`src/rtl/fscf_pkg.sv`:
```
// shared constants, types and lookup functions of the sector chain follower
package fscf_pkg;

  localparam int SECTOR_TOTAL = 683;
  localparam int TRACK_TOTAL  = 35;

  localparam int IDX_W   = 10;
  localparam int OFS_W   = 18;
  localparam int PAY_W   = 8;
  localparam int TOTAL_W = 18;
  localparam int KIND_W  = 3;
  localparam int BYTE_W  = 8;
  localparam int STAT_W  = 3;

  // visited bitmap is kept as rows of bits in one memory
  localparam int ROW_BITS  = 32;
  localparam int BIT_W     = $clog2(ROW_BITS);
  localparam int ROW_COUNT = (SECTOR_TOTAL + ROW_BITS - 1) / ROW_BITS;
  localparam int ROW_AW    = (ROW_COUNT > 1) ? $clog2(ROW_COUNT) : 1;

  localparam logic [PAY_W-1:0]   DATA_PER_SECTOR = 8'd254;
  localparam logic [TOTAL_W-1:0] TOTAL_MAX       = '1;
  localparam logic [KIND_W-1:0]  KIND_PROGRAM    = 3'd2;

  localparam logic [STAT_W-1:0] ST_OK        = 3'd0;
  localparam logic [STAT_W-1:0] ST_TRACK     = 3'd1;
  localparam logic [STAT_W-1:0] ST_MALFORMED = 3'd2;
  localparam logic [STAT_W-1:0] ST_LOOP      = 3'd3;
  localparam logic [STAT_W-1:0] ST_TYPE      = 3'd4;
  localparam logic [STAT_W-1:0] ST_SHORT     = 3'd5;
  localparam logic [STAT_W-1:0] ST_ABORTED   = 3'd6;

  typedef struct packed {
    logic             trk_zero;
    logic             trk_err;
    logic             sec_err;
    logic [IDX_W-1:0] index;
  } locate_t;

  typedef struct packed {
    logic clear;
    logic set;
  } visit_cmd_t;

  // sectors per track in the four zones, tracks past 35 as the last zone
  function automatic logic [4:0] zone_sectors(input logic [5:0] t);
    logic [4:0] n;
    if (t <= 6'd17) begin
      n = 5'd21;
    end else if (t <= 6'd24) begin
      n = 5'd19;
    end else if (t <= 6'd30) begin
      n = 5'd18;
    end else begin
      n = 5'd17;
    end
    return n;
  endfunction

  // linear index of sector 0 of a track, valid for tracks 1 to 40
  function automatic logic [IDX_W-1:0] track_base(input logic [5:0] t);
    logic [IDX_W-1:0] b;
    if (t <= 6'd17) begin
      b = IDX_W'(10'd21 * {4'd0, t - 6'd1});
    end else if (t <= 6'd24) begin
      b = IDX_W'(10'd357 + 10'd19 * {4'd0, t - 6'd18});
    end else if (t <= 6'd30) begin
      b = IDX_W'(10'd490 + 10'd18 * {4'd0, t - 6'd25});
    end else begin
      b = IDX_W'(10'd598 + 10'd17 * {4'd0, t - 6'd31});
    end
    return b;
  endfunction

endpackage

```
`src/rtl/fscf_ifs.sv`:
```
// valid/ready channel interfaces for sector items and result items
interface fscf_sector_if import fscf_pkg::*; ();
  logic              valid;
  logic              ready;
  logic              chain_start;
  logic [KIND_W-1:0] file_kind;
  logic [BYTE_W-1:0] track_number;
  logic [BYTE_W-1:0] sector_number;
  logic [BYTE_W-1:0] link_track;
  logic [BYTE_W-1:0] link_sector;

  modport source (output valid, chain_start, file_kind, track_number, sector_number,
                  link_track, link_sector, input ready);
  modport sink (input valid, chain_start, file_kind, track_number, sector_number,
                link_track, link_sector, output ready);
endinterface

interface fscf_result_if import fscf_pkg::*; ();
  logic              valid;
  logic              ready;
  logic [OFS_W-1:0]  byte_offset;
  logic [IDX_W-1:0]  linear_index;
  logic [PAY_W-1:0]  payload_bytes;
  logic [STAT_W-1:0] status;
  logic              chain_done;

  modport source (output valid, byte_offset, linear_index, payload_bytes, status,
                  chain_done, input ready);
  modport sink (input valid, byte_offset, linear_index, payload_bytes, status,
                chain_done, output ready);
endinterface

```
`src/rtl/fscf_locate.sv`:
```
// track and sector range checks and linear sector index
module fscf_locate import fscf_pkg::*; (
  input  logic [BYTE_W-1:0] track_number,
  input  logic [BYTE_W-1:0] sector_number,
  output locate_t           loc
);

  logic [5:0]       t6;
  logic [4:0]       zone;
  logic [IDX_W:0]   idx_sum;

  assign t6      = track_number[5:0];
  assign zone    = zone_sectors(t6);
  assign idx_sum = {1'b0, track_base(t6)} + (IDX_W + 1)'(sector_number);

  // sector and index results only matter once the track is in range
  assign loc.trk_zero = (track_number == '0);
  assign loc.trk_err  = (track_number == '0) || (track_number > BYTE_W'(TRACK_TOTAL));
  assign loc.sec_err  = (sector_number >= BYTE_W'(zone)) ||
                        (idx_sum >= (IDX_W + 1)'(SECTOR_TOTAL));
  assign loc.index    = idx_sum[IDX_W-1:0];

endmodule

```
`src/rtl/fscf_visit_map.sv`:
```
// visited bitmap: row memory with per-row valid flops and write forwarding
module fscf_visit_map import fscf_pkg::*; (
  input  logic             clk,
  input  logic             rst,
  input  logic             rd_en,
  input  logic [IDX_W-1:0] rd_index,
  input  logic [IDX_W-1:0] cur_index,
  input  visit_cmd_t       cmd,
  output logic             visited
);

  logic [ROW_BITS-1:0] mem [ROW_COUNT];
  logic [ROW_BITS-1:0] rdata;
  logic [ROW_COUNT-1:0] row_valid;
  logic [ROW_COUNT-1:0] row_valid_next;
  logic                fwd_valid;
  logic [ROW_AW-1:0]   fwd_row;
  logic [ROW_BITS-1:0] fwd_word;

  logic [ROW_AW-1:0]   rd_row;
  logic [ROW_AW-1:0]   cur_row;
  logic [BIT_W-1:0]    cur_bit;
  logic [ROW_BITS-1:0] cur_word;
  logic [ROW_BITS-1:0] new_word;

  assign rd_row  = ROW_AW'(rd_index >> BIT_W);
  assign cur_row = ROW_AW'(cur_index >> BIT_W);
  assign cur_bit = cur_index[BIT_W-1:0];

  // the previous write can land on the same edge as this row's read
  always_comb begin
    if (fwd_valid && (fwd_row == cur_row)) begin
      cur_word = fwd_word;
    end else if (row_valid[cur_row]) begin
      cur_word = rdata;
    end else begin
      cur_word = '0;
    end
  end

  assign visited  = cur_word[cur_bit];
  assign new_word = (cmd.clear ? '0 : cur_word) | (ROW_BITS'(1) << cur_bit);

  always_comb begin
    row_valid_next = cmd.clear ? '0 : row_valid;
    if (cmd.set) begin
      row_valid_next[cur_row] = 1'b1;
    end
  end

  always_ff @(posedge clk) begin
    if (cmd.set) begin
      mem[cur_row] <= new_word;
    end
    if (rd_en) begin
      rdata <= mem[rd_row];
    end
  end

  always_ff @(posedge clk) begin
    if (cmd.set) begin
      fwd_row  <= cur_row;
      fwd_word <= new_word;
    end
  end

  always_ff @(posedge clk) begin
    if (rst) begin
      row_valid <= '0;
      fwd_valid <= 1'b0;
    end else begin
      row_valid <= row_valid_next;
      if (cmd.clear || cmd.set) begin
        fwd_valid <= cmd.set;
      end
    end
  end

  // a row is marked valid whenever it is written
  assert property (@(posedge clk) disable iff (rst)
    cmd.set |=> row_valid[$past(cur_row)])
    else $error("written row not marked valid");

  assert property (@(posedge clk) disable iff (rst)
    (cmd.clear && !cmd.set) |=> (row_valid == '0) && !fwd_valid)
    else $error("chain start left stale bitmap rows");

  assert property (@(posedge clk) disable iff (rst)
    cmd.set |=> fwd_valid && (fwd_row == $past(cur_row)))
    else $error("forwarding register missed a write");

endmodule

```
`src/rtl/file_sector_chain_follower_unit.sv`:
```
// top level: follows a sector chain, one sector item per transfer
// an item is registered in stage s1 and its result in the output register;
// throughput: 1 item per cycle while result.ready is high; the bitmap row
// read-modify-write is forwarded from one item to the next, so nothing else
// holds the rate; reset clears running total, abort flag, pipeline valids and
// all bitmap row valid flops; no memory clearing pass is needed
module file_sector_chain_follower_unit import fscf_pkg::*; (
  input logic           clk,
  input logic           rst,
  fscf_sector_if.sink   sector,
  fscf_result_if.source result
);

  logic                accept;
  locate_t             loc;

  logic                s1_valid;
  logic                s1_fire;
  logic                s1_start;
  logic [KIND_W-1:0]   s1_kind;
  logic [BYTE_W-1:0]   s1_link_track;
  logic [BYTE_W-1:0]   s1_link_sector;
  locate_t             s1_loc;

  logic                visited;
  visit_cmd_t          cmd;
  logic                clear_n;
  logic                set_n;

  logic [TOTAL_W-1:0]  running_total;
  logic [TOTAL_W-1:0]  running_total_next;
  logic                aborted;
  logic                aborted_next;

  logic [PAY_W-1:0]    pay;
  logic [TOTAL_W-1:0]  base_total;
  logic [TOTAL_W:0]    sum;
  logic [TOTAL_W-1:0]  sum_sat;

  logic [STAT_W-1:0]   res_status;
  logic [IDX_W-1:0]    res_index;
  logic [PAY_W-1:0]    res_pay;
  logic                res_done;

  logic                out_valid;
  logic [IDX_W-1:0]    out_index;
  logic [PAY_W-1:0]    out_pay;
  logic [STAT_W-1:0]   out_status;
  logic                out_done;

  assign s1_fire      = s1_valid && (!out_valid || result.ready);
  assign sector.ready = !s1_valid || s1_fire;
  assign accept       = sector.valid && sector.ready;

  fscf_locate u_locate (
    .track_number  (sector.track_number),
    .sector_number (sector.sector_number),
    .loc           (loc)
  );

  fscf_visit_map u_visit_map (
    .clk       (clk),
    .rst       (rst),
    .rd_en     (accept),
    .rd_index  (loc.index),
    .cur_index (s1_loc.index),
    .cmd       (cmd),
    .visited   (visited)
  );

  always_ff @(posedge clk) begin
    if (rst) begin
      s1_valid <= 1'b0;
    end else if (accept) begin
      s1_valid <= 1'b1;
    end else if (s1_fire) begin
      s1_valid <= 1'b0;
    end
  end

  always_ff @(posedge clk) begin
    if (accept) begin
      s1_start       <= sector.chain_start;
      s1_kind        <= sector.file_kind;
      s1_link_track  <= sector.link_track;
      s1_link_sector <= sector.link_sector;
      s1_loc         <= loc;
    end
  end

  // payload of this sector, final count capped at a full sector
  always_comb begin
    if (s1_link_track != '0) begin
      pay = DATA_PER_SECTOR;
    end else if (s1_link_sector <= 8'd1) begin
      pay = '0;
    end else if (s1_link_sector == 8'd255) begin
      pay = DATA_PER_SECTOR;
    end else begin
      pay = s1_link_sector - 8'd1;
    end
  end

  assign base_total = s1_start ? '0 : running_total;
  assign sum        = {1'b0, base_total} + (TOTAL_W + 1)'(pay);
  assign sum_sat    = sum[TOTAL_W] ? TOTAL_MAX : sum[TOTAL_W-1:0];

  always_comb begin
    res_status         = ST_OK;
    res_index          = '0;
    res_pay            = '0;
    res_done           = 1'b0;
    clear_n            = 1'b0;
    set_n              = 1'b0;
    running_total_next = running_total;
    aborted_next       = aborted;
    if (s1_start) begin
      clear_n            = 1'b1;
      running_total_next = '0;
      aborted_next       = 1'b0;
    end
    if (s1_start && (s1_kind != KIND_PROGRAM)) begin
      res_status   = ST_TYPE;
      res_done     = 1'b1;
      aborted_next = 1'b1;
    end else if (s1_start && s1_loc.trk_zero) begin
      res_status   = ST_MALFORMED;
      res_done     = 1'b1;
      aborted_next = 1'b1;
    end else if (!s1_start && aborted) begin
      res_status = ST_ABORTED;
    end else if (s1_loc.trk_err) begin
      res_status   = ST_TRACK;
      res_done     = 1'b1;
      aborted_next = 1'b1;
    end else if (s1_loc.sec_err) begin
      res_status   = ST_MALFORMED;
      res_done     = 1'b1;
      aborted_next = 1'b1;
    end else if (visited && !s1_start) begin
      res_status   = ST_LOOP;
      res_done     = 1'b1;
      aborted_next = 1'b1;
    end else begin
      set_n              = 1'b1;
      running_total_next = sum_sat;
      res_index          = s1_loc.index;
      res_pay            = pay;
      if (s1_link_track == '0) begin
        res_done     = 1'b1;
        aborted_next = 1'b1;
        res_status   = (sum_sat < TOTAL_W'(2)) ? ST_SHORT : ST_OK;
      end
    end
  end

  assign cmd.clear = clear_n && s1_fire;
  assign cmd.set   = set_n && s1_fire;

  always_ff @(posedge clk) begin
    if (rst) begin
      running_total <= '0;
      aborted       <= 1'b0;
    end else if (s1_fire) begin
      running_total <= running_total_next;
      aborted       <= aborted_next;
    end
  end

  always_ff @(posedge clk) begin
    if (rst) begin
      out_valid <= 1'b0;
    end else if (s1_fire) begin
      out_valid <= 1'b1;
    end else if (result.ready) begin
      out_valid <= 1'b0;
    end
  end

  always_ff @(posedge clk) begin
    if (s1_fire) begin
      out_index  <= res_index;
      out_pay    <= res_pay;
      out_status <= res_status;
      out_done   <= res_done;
    end
  end

  assign result.valid         = out_valid;
  assign result.byte_offset   = {out_index, 8'd0};
  assign result.linear_index  = out_index;
  assign result.payload_bytes = out_pay;
  assign result.status        = out_status;
  assign result.chain_done    = out_done;

  assert property (@(posedge clk) disable iff (rst)
    (s1_fire && res_done) |=> aborted)
    else $error("chain end did not set the abort flag");

  assert property (@(posedge clk) disable iff (rst)
    (result.valid && (result.status == ST_ABORTED)) |->
      (!result.chain_done && (result.linear_index == '0) && (result.payload_bytes == '0)))
    else $error("aborted result carries data");

  assert property (@(posedge clk) disable iff (rst)
    (s1_valid && !s1_fire) |-> !accept ##1 (s1_valid && $stable(s1_loc)))
    else $error("stalled item disturbed");

  assert property (@(posedge clk) disable iff (rst)
    (s1_fire && s1_start) |=> (running_total == $past(running_total_next)) &&
      (running_total <= TOTAL_W'(DATA_PER_SECTOR)))
    else $error("chain start total not restarted");

endmodule
```
`src/flat_wrapper.sv`:
```
// flat-port wrapper written by rule: the top's interface ports become plain ports
module file_sector_chain_follower_unit_flat import fscf_pkg::*;
  (clk, rst, sector_valid, sector_chain_start, sector_file_kind, sector_track_number, sector_sector_number, sector_link_track, sector_link_sector, sector_ready, result_valid, result_byte_offset, result_linear_index, result_payload_bytes, result_status, result_chain_done, result_ready);
  fscf_sector_if sector_i ();
  fscf_result_if result_i ();
  input logic clk;
  input logic rst;
  input wire logic [$bits(sector_i.valid)-1:0] sector_valid;
  input wire logic [$bits(sector_i.chain_start)-1:0] sector_chain_start;
  input wire logic [$bits(sector_i.file_kind)-1:0] sector_file_kind;
  input wire logic [$bits(sector_i.track_number)-1:0] sector_track_number;
  input wire logic [$bits(sector_i.sector_number)-1:0] sector_sector_number;
  input wire logic [$bits(sector_i.link_track)-1:0] sector_link_track;
  input wire logic [$bits(sector_i.link_sector)-1:0] sector_link_sector;
  output wire logic [$bits(sector_i.ready)-1:0] sector_ready;
  output wire logic [$bits(result_i.valid)-1:0] result_valid;
  output wire logic [$bits(result_i.byte_offset)-1:0] result_byte_offset;
  output wire logic [$bits(result_i.linear_index)-1:0] result_linear_index;
  output wire logic [$bits(result_i.payload_bytes)-1:0] result_payload_bytes;
  output wire logic [$bits(result_i.status)-1:0] result_status;
  output wire logic [$bits(result_i.chain_done)-1:0] result_chain_done;
  input wire logic [$bits(result_i.ready)-1:0] result_ready;
  assign sector_i.valid = sector_valid;
  assign sector_i.chain_start = sector_chain_start;
  assign sector_i.file_kind = sector_file_kind;
  assign sector_i.track_number = sector_track_number;
  assign sector_i.sector_number = sector_sector_number;
  assign sector_i.link_track = sector_link_track;
  assign sector_i.link_sector = sector_link_sector;
  assign sector_ready = sector_i.ready;
  assign result_valid = result_i.valid;
  assign result_byte_offset = result_i.byte_offset;
  assign result_linear_index = result_i.linear_index;
  assign result_payload_bytes = result_i.payload_bytes;
  assign result_status = result_i.status;
  assign result_chain_done = result_i.chain_done;
  assign result_i.ready = result_ready;
  file_sector_chain_follower_unit u_core (.clk(clk), .rst(rst), .sector(sector_i), .result(result_i));
endmodule
```
`config.mk`:
```
export PLATFORM = sky130hd
export DESIGN_NAME = file_sector_chain_follower_unit_flat
export DESIGN_NICKNAME = d
export VERILOG_FILES = /design/src/rtl/fscf_pkg.sv /design/src/rtl/fscf_ifs.sv /design/src/rtl/fscf_locate.sv /design/src/rtl/fscf_visit_map.sv /design/src/rtl/file_sector_chain_follower_unit.sv /design/src/flat_wrapper.sv
export SDC_FILE = /design/constraint.sdc
export NUM_CORES = 1
export LEC_CHECK = 0
export ABC_CLOCK_PERIOD_IN_PS = 15000
export BUFFER_PORTS_ARGS = -buffer_cell sky130_fd_sc_hd__buf_2
export CAP_MARGIN = 20
export CORE_ASPECT_RATIO = 1.2
export CORE_MARGIN = 2
export CORE_UTILIZATION = 40
export CTS_BUF_LIST = sky130_fd_sc_hd__clkbuf_16
export DETAILED_ROUTE_END_ITERATION = 12
export SYNTH_ARGS = -nofsm -noshare
export SYNTH_HDL_FRONTEND = slang
export SYNTH_SLANG_ARGS = --single-unit
```
`constraint.sdc`:
```
create_clock -name clk -period 15 [get_ports clk]
set_clock_uncertainty 0.2 [all_clocks]
set_input_delay 2.25 -clock clk [delete_from_list [all_inputs] [get_ports clk]]
set_output_delay 2.25 -clock clk [all_outputs]
set_load 0.05 [all_outputs]
```
==> results.cfg, run 1 <==
[outcome]
status = complete, no violations

[yosys]
syn_inst = 2282
ys_warn_count = 0
synth_ff_type = edfxtp_1
synth_area_um2 = 37900
synth-edff-count = 828
ys_ff_latch = 872
yosysSeqAreaShare_pct = 68.0
yosysMostFrequentCell = edfxtp_1
synthTopCellsByCount = 828 x edfxtp_1, 166 x mux4_2, 107 x nor2_1
synthArstFlopShare_pct = 0
synth_area_leaders = edfxtp_1 66%, mux4_2 9.9%, ha_1 2.6%
synth_top_area_share_pct = 65.7
syn_area_per_cell_um2 = 16.6
synth_top_area_cell = edfxtp_1
synth.distinct_cells = 85

[cts]
cts_sinks = 872
clk_pin_slew_worst_paths_ps = 60
cts_made_buffers = 88
cts_setup_buffers = 0
clk_path_buf_depth = 3
clk_latency_ps = 650
cts_root_buffer = clkbuf_16
cts_resized = 0
htreeDepth = 3
postCtsHoldBufs = 0
cts_tree = yes

[worst_setup_path]
required_ps = 15130
critPathCaptureType = flip-flop
path_max_fanout = 29
crit_path_start_kind = input port
cp.arrival_ps = 8760
worst-setup-path-type = input port to flip-flop
reg2reg_setup_slack_ps = 8750
cp_common_cell = ha_1
cp_slowest_cell = buf_4
max_stage_delay_ps = 630

[sta]
period_needed_ps = 8620
fin_hold_ws_ps = 248
rsz0062_at_grt = false
hold_viol = 0
setup_viol = 0
drv_slew = 0
max_freq_mhz = 116
setup_tns_ps = 0
relSlewSlack_pct = 32.2
layout_setup_ws_ps = 6380
fin_crit_sh_pct = 57.5
tightest_slew_ps = 992

[die]
core-area_um2 = 93700
die_h_um = 341
fp.dieW_um = 285
num_io_pins = 82
num_rows = 123
start_util_pct = 40.4
fp.dieArea_um2 = 97100

[power_and_ir_drop]
power_density_nw_per_um2 = 173
seq_power_share_pct = 38.9
p_comb_share_pct = 31.4
switching_share_pct = 31.8
p_int_mw = 5.08
p_switching_mw = 2.37
power_leakage_nw = 13.2
ir_drop_mv = 0.225
clkPwrFrac_pct = 29.7

[global_routing]
antenna_found_initial = 0
grt_overflow = 0
first_global_vias = 22000
grt_max_degree = 141
grt_pass1_wl_mm = 136
track_usage_pct = 18.5

[drt]
routed_via_density = 5.78
final_antenna_net_count = 0
wl_per_cell_um = 24.4
drtPass1Iterations = 6
wl_mm = 90.6
routed-via-count = 21400
drt-initial-drc-count = 2111
drc_errors = 0

[final_layout]
syn2layout_area_growth_pct = 13.5
diodes = 0
fin_nets = 2515
drive_above_1_share_pct = 21.1

[placement]
port_buffers = 73
hpwlAfterDp_mm = 49.9
gp_congestion = 0.842
dp_slack_ps = 5740

[flow_run]
maxCapViolations = 0

[worst_hold_path]
hp-class = flip-flop to flip-flop
state kept, by name, summed over array words and instances, names as in the netlist:
name and count:
u_core.s1_start 1, u_core.s1_link_track 8, u_core.u_visit_map.fwd_valid 1, u_core.s1_valid 1
u_core.u_visit_map.fwd_row 5, u_core.result.valid 1, u_core.u_visit_map.row_valid 22, u_core.running_total 18
u_core.s1_kind 3, u_core.result.status 3, u_core.s1_loc 13, u_core.result.chain_done 1
u_core.u_visit_map.mem 704, u_core.aborted 1, u_core.result.linear_index 10, u_core.s1_link_sector 8
u_core.result.payload_bytes 8, u_core.u_visit_map.rdata 32, u_core.u_visit_map.fwd_word 32
through the flow:
| step | cell area [um2] | total power, mW | std cells | util (%) |
|---|---|---|---|---|
| 3_3_place_gp | 40000 | 5.29 | 3541 | 42.6 |
| 3_5_place_dp | 40000 | 5.33 | 3547 | 42.7 |
| 4_1_cts | 43000 | 7.54 | 3709 | 45.9 |
| 5_1_grt | 43000 | 7.80 | 3710 | 45.9 |
| 6_report | 43000 | 7.45 | 3710 | 45.9 |
| 2_1_floorplan | 37900 | 4.65 | 2289 | - |
routing by layer:
layer,vias up,wire length (um),GRT usage [%]
met2,762,45600,31.8
li1,9393,-,-
met4,0,2200,5.68
met1,11100,37400,24.3
met3,138,5360,2.70
met5,-,0,0
cell type report:
class	count	area, um2
clock inverters	73	706
fillers	7963	50700
well taps	1250	1560
inverters	59	221
flip-flops and latches	872	25700
multi-input cells	1209	11500
clock buffers	89	2230
repair buffers	158	1060
worst max-delay path: cells and delay by family:
| family | cells | cell delay [ps] |
|---|---|---|
| adders and majority gates | 6 | 2080 |
| AOI/OAI and AO/OA | 7 | 1420 |
| buffers and inverters | 5 | 1280 |
| and+or+nand+nor | 6 | 880 |
| xor gates and xnor gates | 2 | 470 |
| muxes | 1 | 330 |
placed cells by master, fill, tap and decap left out, types with 18 or more instances in the layout:
cell type	count
xnor2_1	41
clkbuf_16	89
a32o_1	24
nand2_1	70
o221ai_1	35
mux4_2	166
a21boi_0	38
and2_1	21
o22ai_1	30
o21ai_0	36
nor3_2	21
buf_4	80
nand3_1	23
dfxtp_1	44
inv_1	71
edfxtp_1	828
a21oi_1	73
mux2i_1	68
nor2_1	106
buf_2	73
ha_1	79
a21o_1	21
o211ai_1	35
nor2b_1	18
and3_1	51
power by group through the flow:
stage | sequential, mW | clock (mW) | combinational [mW]
2_1_floorplan | 2.89 | 0 | 1.77
3_3_place_gp | 2.95 | 0 | 2.34
3_5_place_dp | 2.95 | 0 | 2.38
4_1_cts | 2.90 | 2.26 | 2.38
5_1_grt | 2.91 | 2.35 | 2.54
6_report | 2.90 | 2.21 | 2.34
path summary, 6_finish.rpt:
kind                                start                      endpoint  depth (start not counted)
setup / recovery   sector_track_number[1]  u_core.u_visit_map.rdata[29]                         27
hold / removal    u_core.running_total[6]       u_core.running_total[6]                          2
setup reg to reg  u_core.s1_link_track[5]       u_core.result.status[0]                         17
hold reg to reg   u_core.running_total[6]       u_core.running_total[6]                          2
cell families (layout without fill, tap and decap cells):
group                    Yosys count  after routing  synth area share (%)
multiplexers                     235            235                  11.7
buffers and inverters            208            379                  2.34
other                              1              8               0.00990
XOR/XNOR                          63             63                  1.54
AND/OR/NAND/NOR                  391            391                  5.24
adder cells (fa/ha/maj)           87             87                  3.03
AO/OA/AOI/OAI                    425            425                  8.15
flip-flops                       872            872                  68.0
(Power assumes the default switching activity.)
==> inputs of run 2 (changes only) <==
--- a/config.mk
+++ b/config.mk
@@ -5,7 +5,7 @@
 export SDC_FILE = /design/constraint.sdc
 export NUM_CORES = 1
 export LEC_CHECK = 0
-export ABC_CLOCK_PERIOD_IN_PS = 15000
+export ABC_CLOCK_PERIOD_IN_PS = 8900
 export BUFFER_PORTS_ARGS = -buffer_cell sky130_fd_sc_hd__buf_2
 export CAP_MARGIN = 20
 export CORE_ASPECT_RATIO = 1.2
==> constraint.sdc (replaced) <==
create_clock -name clk -period 8.9 [get_ports clk]
set_clock_uncertainty 0.2 [all_clocks]
set_input_delay 1.335 -clock clk [delete_from_list [all_inputs] [get_ports clk]]
set_output_delay 1.335 -clock clk [all_outputs]
set_load 0.05 [all_outputs]
==> results.cfg, run 2 (same netlist as run 1, synthesis figures left out) <==
[worst_setup_path]
crit_path_start_kind = input port
worst-setup-path-type = input port to flip-flop
required_ps = 9070
critPathCaptureType = flip-flop
path_max_fanout = 12
cp.arrival_ps = 7450

[sta]
fin_crit_sh_pct = 81.9
rsz0062_at_grt = false
setup_viol = 0
setup_tns_ps = 0
period_needed_ps = 7290
max_freq_mhz = 137
layout_setup_ws_ps = 1610
tightest_slew_ps = 1190
hold_viol = 0
relSlewSlack_pct = 20.2
drv_slew = 0

[die]
num_rows = 123
fp.dieArea_um2 = 97100
fp.dieW_um = 285
core-area_um2 = 93700
num_io_pins = 82
die_h_um = 341
start_util_pct = 40.4

[drt]
drtPass1Iterations = 5
final_antenna_net_count = 0
wl_per_cell_um = 24.8
drt-initial-drc-count = 2074
routed_via_density = 5.80
wl_mm = 92.3
drc_errors = 0
routed-via-count = 21600

[power_and_ir_drop]
power_leakage_nw = 13.2
p_comb_share_pct = 32.6
power_density_nw_per_um2 = 292
seq_power_share_pct = 39.1
clkPwrFrac_pct = 28.3
switching_share_pct = 32.1
ir_drop_mv = 0.395
p_switching_mw = 4.02
p_int_mw = 8.51

[final_layout]
diodes = 0
layout_common_cells = 828 x edfxtp_1, 166 x mux4_2, 106 x nor2_1
layout_commonest_cell = edfxtp_1
syn2layout_area_growth_pct = 13.5
drive_above_1_share_pct = 21.2
largest_reg_flops = 704
top_regs = u_core.u_visit_map.mem (704), u_core.u_visit_map.fwd_word (32), u_core.u_visit_map.rdata (32)
top_register = u_core.u_visit_map.mem
fin_nets = 2528

[global_routing]
grt_use_met1_pct = 25.2
grt_overflow = 0
grt_most_used_layer = met2
grt_pass1_wl_mm = 138
grt_max_degree = 98
grt_util_met2_pct = 32.1
use_met3_pct = 2.53
track_usage_pct = 18.9
first_global_vias = 21800
antenna_found_initial = 0

[placement]
dp_slack_ps = 984
gp_congestion = 0.856
port_buffers = 73
hpwlAfterDp_mm = 51.9

[cts]
clk_latency_ps = 660
clk_pin_slew_worst_paths_ps = 60
cts_tree = yes
clk_path_buf_depth = 3
cts_sinks = 872
cts_root_buffer = clkbuf_16
cts_made_buffers = 88
cts_setup_buffers = 0
htreeDepth = 3
postCtsHoldBufs = 0
cts_resized = 0

[outcome]
status = complete, no violations

[flow_run]
maxCapViolations = 0

[worst_hold_path]
hp-class = flip-flop to flip-flop
==> run 2: changes by cell type in the layout (fill, tap and decap cells not counted), moves of 2 or more <==
cell,delta
clkinvlp_4,-2
buf_4,+5
inv_1,+6
bufinv_16,-5
buf_12,+7
==> run 2: per-stage QoR <==
| step | hold WS (ps) | util, % | power, mW | instances | area (um2) |
|---|---|---|---|---|---|
| 2_1_floorplan | 216 | - | 7.84 | 2289 | 37900 |
| 4_1_cts | 248 | 45.8 | 12.7 | 3720 | 43000 |
| 6_report | 243 | 45.9 | 12.5 | 3721 | 43000 |
| 3_5_place_dp | 232 | 42.9 | 9.12 | 3560 | 40200 |
| 5_1_grt | 259 | 45.9 | 13.1 | 3721 | 43000 |
| 3_3_place_gp | 232 | 42.9 | 9.07 | 3556 | 40200 |
==> run 2: routing by layer <==
layer | vias up | wire length (um)
met1 | 11300 | 38700
li1 | 9432 | -
met5 | - | 0
met3 | 152 | 5290
met4 | 0 | 2320
met2 | 727 | 46000
==> run 2: layout make-up <==
type,count,area [um2]
clock buffer,89,2230
clock inverter,71,527
fill,8025,50700
inverter,59,221
multi-input combinational,1209,11500
sequential,872,25700
tap,1250,1560
timing repair buffer,171,1240
==> run 2: power by group through the flow <==
stage	clock, mW	combinational [mW]	sequential [mW]
CTS	3.62	4.15	4.90
finish	3.55	4.08	4.90
floorplan	0	2.97	4.87
global placement	0	4.09	4.98
global route	3.78	4.45	4.90
detailed placement	0	4.14	4.98
==> run 2: critical path, cell delays in order <==
cell and delay, ps:
buf_2 160, inv_1 190, ha_1 240, inv_1 50, o21ai_0 190, xor2_1 300, ha_1 320, ha_1 310
fa_1 490, ha_1 340, nand2b_1 110, a21boi_0 300, nor2_1 90, xor2_1 160, a222oi_1 300, nand2_1 90
o21ai_0 100, ha_1 360, nand2_1 90, nand2_1 70, a31o_2 230, a21o_2 220, nand2_2 510, buf_4 360
mux2i_1 310, o221ai_1 180
==> run 2: final timing paths <==
| path | slack (ps) | cells past startpoint | endpoint | startpoint |
|---|---|---|---|---|
| hold reg to reg | 240 | 2 | u_core.running_total[6] | u_core.running_total[6] |
| setup reg to reg | 2240 | 11 | u_core.u_visit_map.mem[15][7] | u_core.s1_loc[5] |
| setup / recovery | 1610 | 26 | u_core.u_visit_map.rdata[28] | sector_track_number[1] |
| hold / removal | 240 | 2 | u_core.running_total[6] | u_core.running_total[6] |
